==> src/rtl/core/mm_ram.sv <==
module mm_ram #(
  parameter int unsigned WIDTH = 32,
  parameter int unsigned DEPTH = 64
) (
  input  logic                     clk_i,
  input  logic                     we_i,
  input  logic [$clog2(DEPTH)-1:0] waddr_i,
  input  logic [WIDTH-1:0]         wdata_i,
  input  logic [$clog2(DEPTH)-1:0] raddr_i,
  output logic [WIDTH-1:0]         rdata_o
);

  logic [WIDTH-1:0] mem_q [DEPTH];
  logic [WIDTH-1:0] rdata_q;

  // One write port and one registered read port.
  always_ff @(posedge clk_i) begin
    if (we_i) begin
      mem_q[waddr_i] <= wdata_i;
    end
    rdata_q <= mem_q[raddr_i];
  end

  assign rdata_o = rdata_q;

endmodule

==> config.mk <==
export PLATFORM = sky130hd
export DESIGN_NAME = mm_ram
export DESIGN_NICKNAME = d
export VERILOG_FILES = /design/src/rtl/core/mm_ram.sv
export SDC_FILE = /design/constraint.sdc
export NUM_CORES = 2
export LEC_CHECK = 0
export ABC_AREA = 1
export BUFFER_PORTS_ARGS = -buffer_cell sky130_fd_sc_hd__buf_4
export CAP_MARGIN = 20
export CORE_MARGIN = 3
export CORE_UTILIZATION = 30
export DETAILED_ROUTE_END_ITERATION = 6
export HOLD_SLACK_MARGIN = 0.03
export SYNTH_ARGS = -nofsm -noshare
export SYNTH_HDL_FRONTEND = slang
export SYNTH_SLANG_ARGS = --single-unit
export TNS_END_PERCENT = 5
==> constraint.sdc <==
create_clock -name clk_i -period 4.2 [get_ports clk_i]
set_input_delay 0.21 -clock clk_i [delete_from_list [all_inputs] [get_ports clk_i]]
set_output_delay 0.21 -clock clk_i [all_outputs]
set_load 0.03 [all_outputs]
==> results_dict.tcl <==
set metrics [dict create \
    place_area_sq_um 88000 \
    fin_crit_sh_pct 61.2 \
    synth_warnings 0 \
    io_buffers 77 \
    crit_fanout 33 \
    cp-end-kind "flip-flop" \
    max_freq_ghz 0.389 \
    critPathLaunchType "primary input" \
    cp.required_ns 4.96 \
    synth_top_area_share_pct 74.3 \
    vias 53900 \
    cts-root-buf "clkbuf_16" \
    synth_edf_count 2048 \
    hp-class "in -> reg" \
    post-route-worst-setup-slack_ns 1.63 \
    core-area_sq_um 274000 \
    die_y_um 531 \
    synth_seq_area_share_pct 75.1 \
    skew_ns 0.0253 \
    async_flop_share_pct 0 \
    clock_sinks 2080 \
    dieArea_sq_um 282000 \
    grt_usage_pct 17.2 \
    setup_viol 0 \
    wire_per_inst_um 23.3 \
    grt_pass1_wl_um 361000 \
    yosys-top-cells-count "nand2_1 (2,248), edfxtp_1 (2,048), nand3_1 (1,907), buf_2 (282), clkbuf_1 (77)" \
    synth_seq_cells 2080 \
    stdcell_area_sq_um 94600 \
    gr-total-overflow 0 \
    ant_nets 0 \
    period_needed_ns 2.57 \
    worstMarginPinSlew_ns 1.05 \
    cts_setup_buffers 0 \
    post-dp-hpwl_um 136000 \
    avgSynthCellArea_sq_um 12.2 \
    slew_headroom_pct 29.9 \
    rows 192 \
    synth_cell_type_count 16 \
    clock_latency_ns 0.84 \
    start_util_pct 30.2 \
    syn_to_final_growth_pct 14.3 \
    cts_buffers 188 \
    io_pins 78 \
    status "complete, no violations" \
    cts_tree "built" \
    synth_most_common_cell "nand2_1" \
    gp_congestion 0.842 \
    cap_viol_max_count 0 \
    drc 0 \
    instances_no_fill 10700 \
    synthCells 6769 \
    p_leak_nw 32.5 \
    die_w_um 531 \
    crit_type "in -> reg" \
    finalWirelength_um 248000 \
    antenna_found_initial 19 \
    cts_buffer_depth 3 \
    drive_above_1_share_pct 8.29 \
    h-tree-depth 4 \
    ir_drop_mv 0.489 \
    firstDrtPassIters 6 \
    nets 6835 \
    yosysTopAreaCell "edfxtp_1" \
    cts-resized-gates 0 \
    cts.clk_slew.worst_paths_ns 0.06 \
    grt_max_degree 160 \
    hold_viol 0 \
    arrival_ns 3.33 \
    ys.flop_type "edfxtp_1" \
    synth_area_sq_um 82700 \
    via_per_inst 5.06 \
    whs_ns 0.197 \
    synth_nets 6815 \
    drtIter0Drc 6003 \
    place_ws_ns 0.904 \
    place_inst 10200 \
    synth_area_leaders "edfxtp_1 (74%), nand3_1 (12%), nand2_1 (10%)" \
    cellPowerDensity_nw_per_um2 455 \
    drv_slew 0 \
    rsz0062_at_grt "false" \
    grt_pass1_vias 51300 \
]
==> path summary, 6_finish.rpt <==
path                start       endpoint  slack, ns  cells after the start
max            raddr_i[5]    rdata_o[18]       1.63                      6
min                  we_i  mem_q[34][16]       0.20                      4
max reg2reg  mem_q[47][3]     rdata_o[3]       2.25                      9
min reg2reg  mem_q[4][20]    rdata_o[20]       0.78                      8
==> final cells by class <==
| type | count | area (sq um) |
|---|---|---|
| timing repair buffer | 279 | 2850 |
| tap | 3686 | 4610 |
| clock inverter | 106 | 973 |
| inverter | 12 | 81.3 |
| fill | 26400 | 179000 |
| clock buffer | 244 | 5130 |
| antenna | 20 | 50.0 |
| sequential | 2080 | 62100 |
| multi-input combinational | 4228 | 18800 |
==> cell families after synthesis <==
kind of cell,synth area share (%)
simple gates,22.1
flops,75.1
buf+inv,2.78
==> cell usage in the layout (no fill, tap or decap) <==
master / instances
inv_8: 2
clkinv_1: 42
buf_6: 1
nor4_2: 8
nand3_1: 1907
clkinv_8: 4
clkinv_2: 36
inv_6: 3
inv_2: 1
clkbuf_8: 11
clkbuf_1: 40
buf_16: 1
buf_4: 185
clkinvlp_4: 3
nand2_1: 2248
buf_8: 3
nor2_4: 56
inv_16: 5
clkbuf_16: 193
edfxtp_1: 2048
nand4_1: 9
dfxtp_1: 32
diode_2: 20
inv_1: 7
bufinv_16: 15
buf_12: 49
dlygate4sd3_1: 40
==> where the power goes <==
| part | switching, W | total [W] | internal, W |
|---|---|---|---|
| Sequential | 0.000166 | 0.0231 | 0.0230 |
| Clock | 0.00758 | 0.0171 | 0.00956 |
| Combinational | 0.00211 | 0.00279 | 0.000678 |
==> state kept, by name, indices dropped and copies added, names as in the netlist <==
register  flops
mem_q      2048
rdata_o      32
==> critical path: stages <==
cell and delay, ns:
dlygate4sd3_1 0.58, buf_4 0.36, inv_1 0.74, buf_4 0.51, nand3_1 0.63, nand2_1 0.23
==> per-stage QoR <==
step           utilization (%)  TNS (ns)  power, W
2_1_floorplan                -    -35.84    0.0250
3_3_place_gp              32.0         0    0.0263
3_5_place_dp              32.1         0    0.0263
4_1_cts                   34.5         0    0.0433
5_1_grt                   34.5         0    0.0443
6_report                  34.5         0    0.0431
==> what timing repair did <==
item                       4_1_cts  5_1_grt
setup endpoints to repair        0        0
hold buffers                    40        0
hold endpoints to repair      1910        0
==> layer usage <==
metal	GRT usage, %	up-vias	wire length, um
li1	-	24200	-
met1	22.0	26900	97100
met2	28.1	2406	118000
met3	2.41	497	17500
met4	9.56	16	15300
met5	0	-	103
Power figures use the tool's default switching activity.
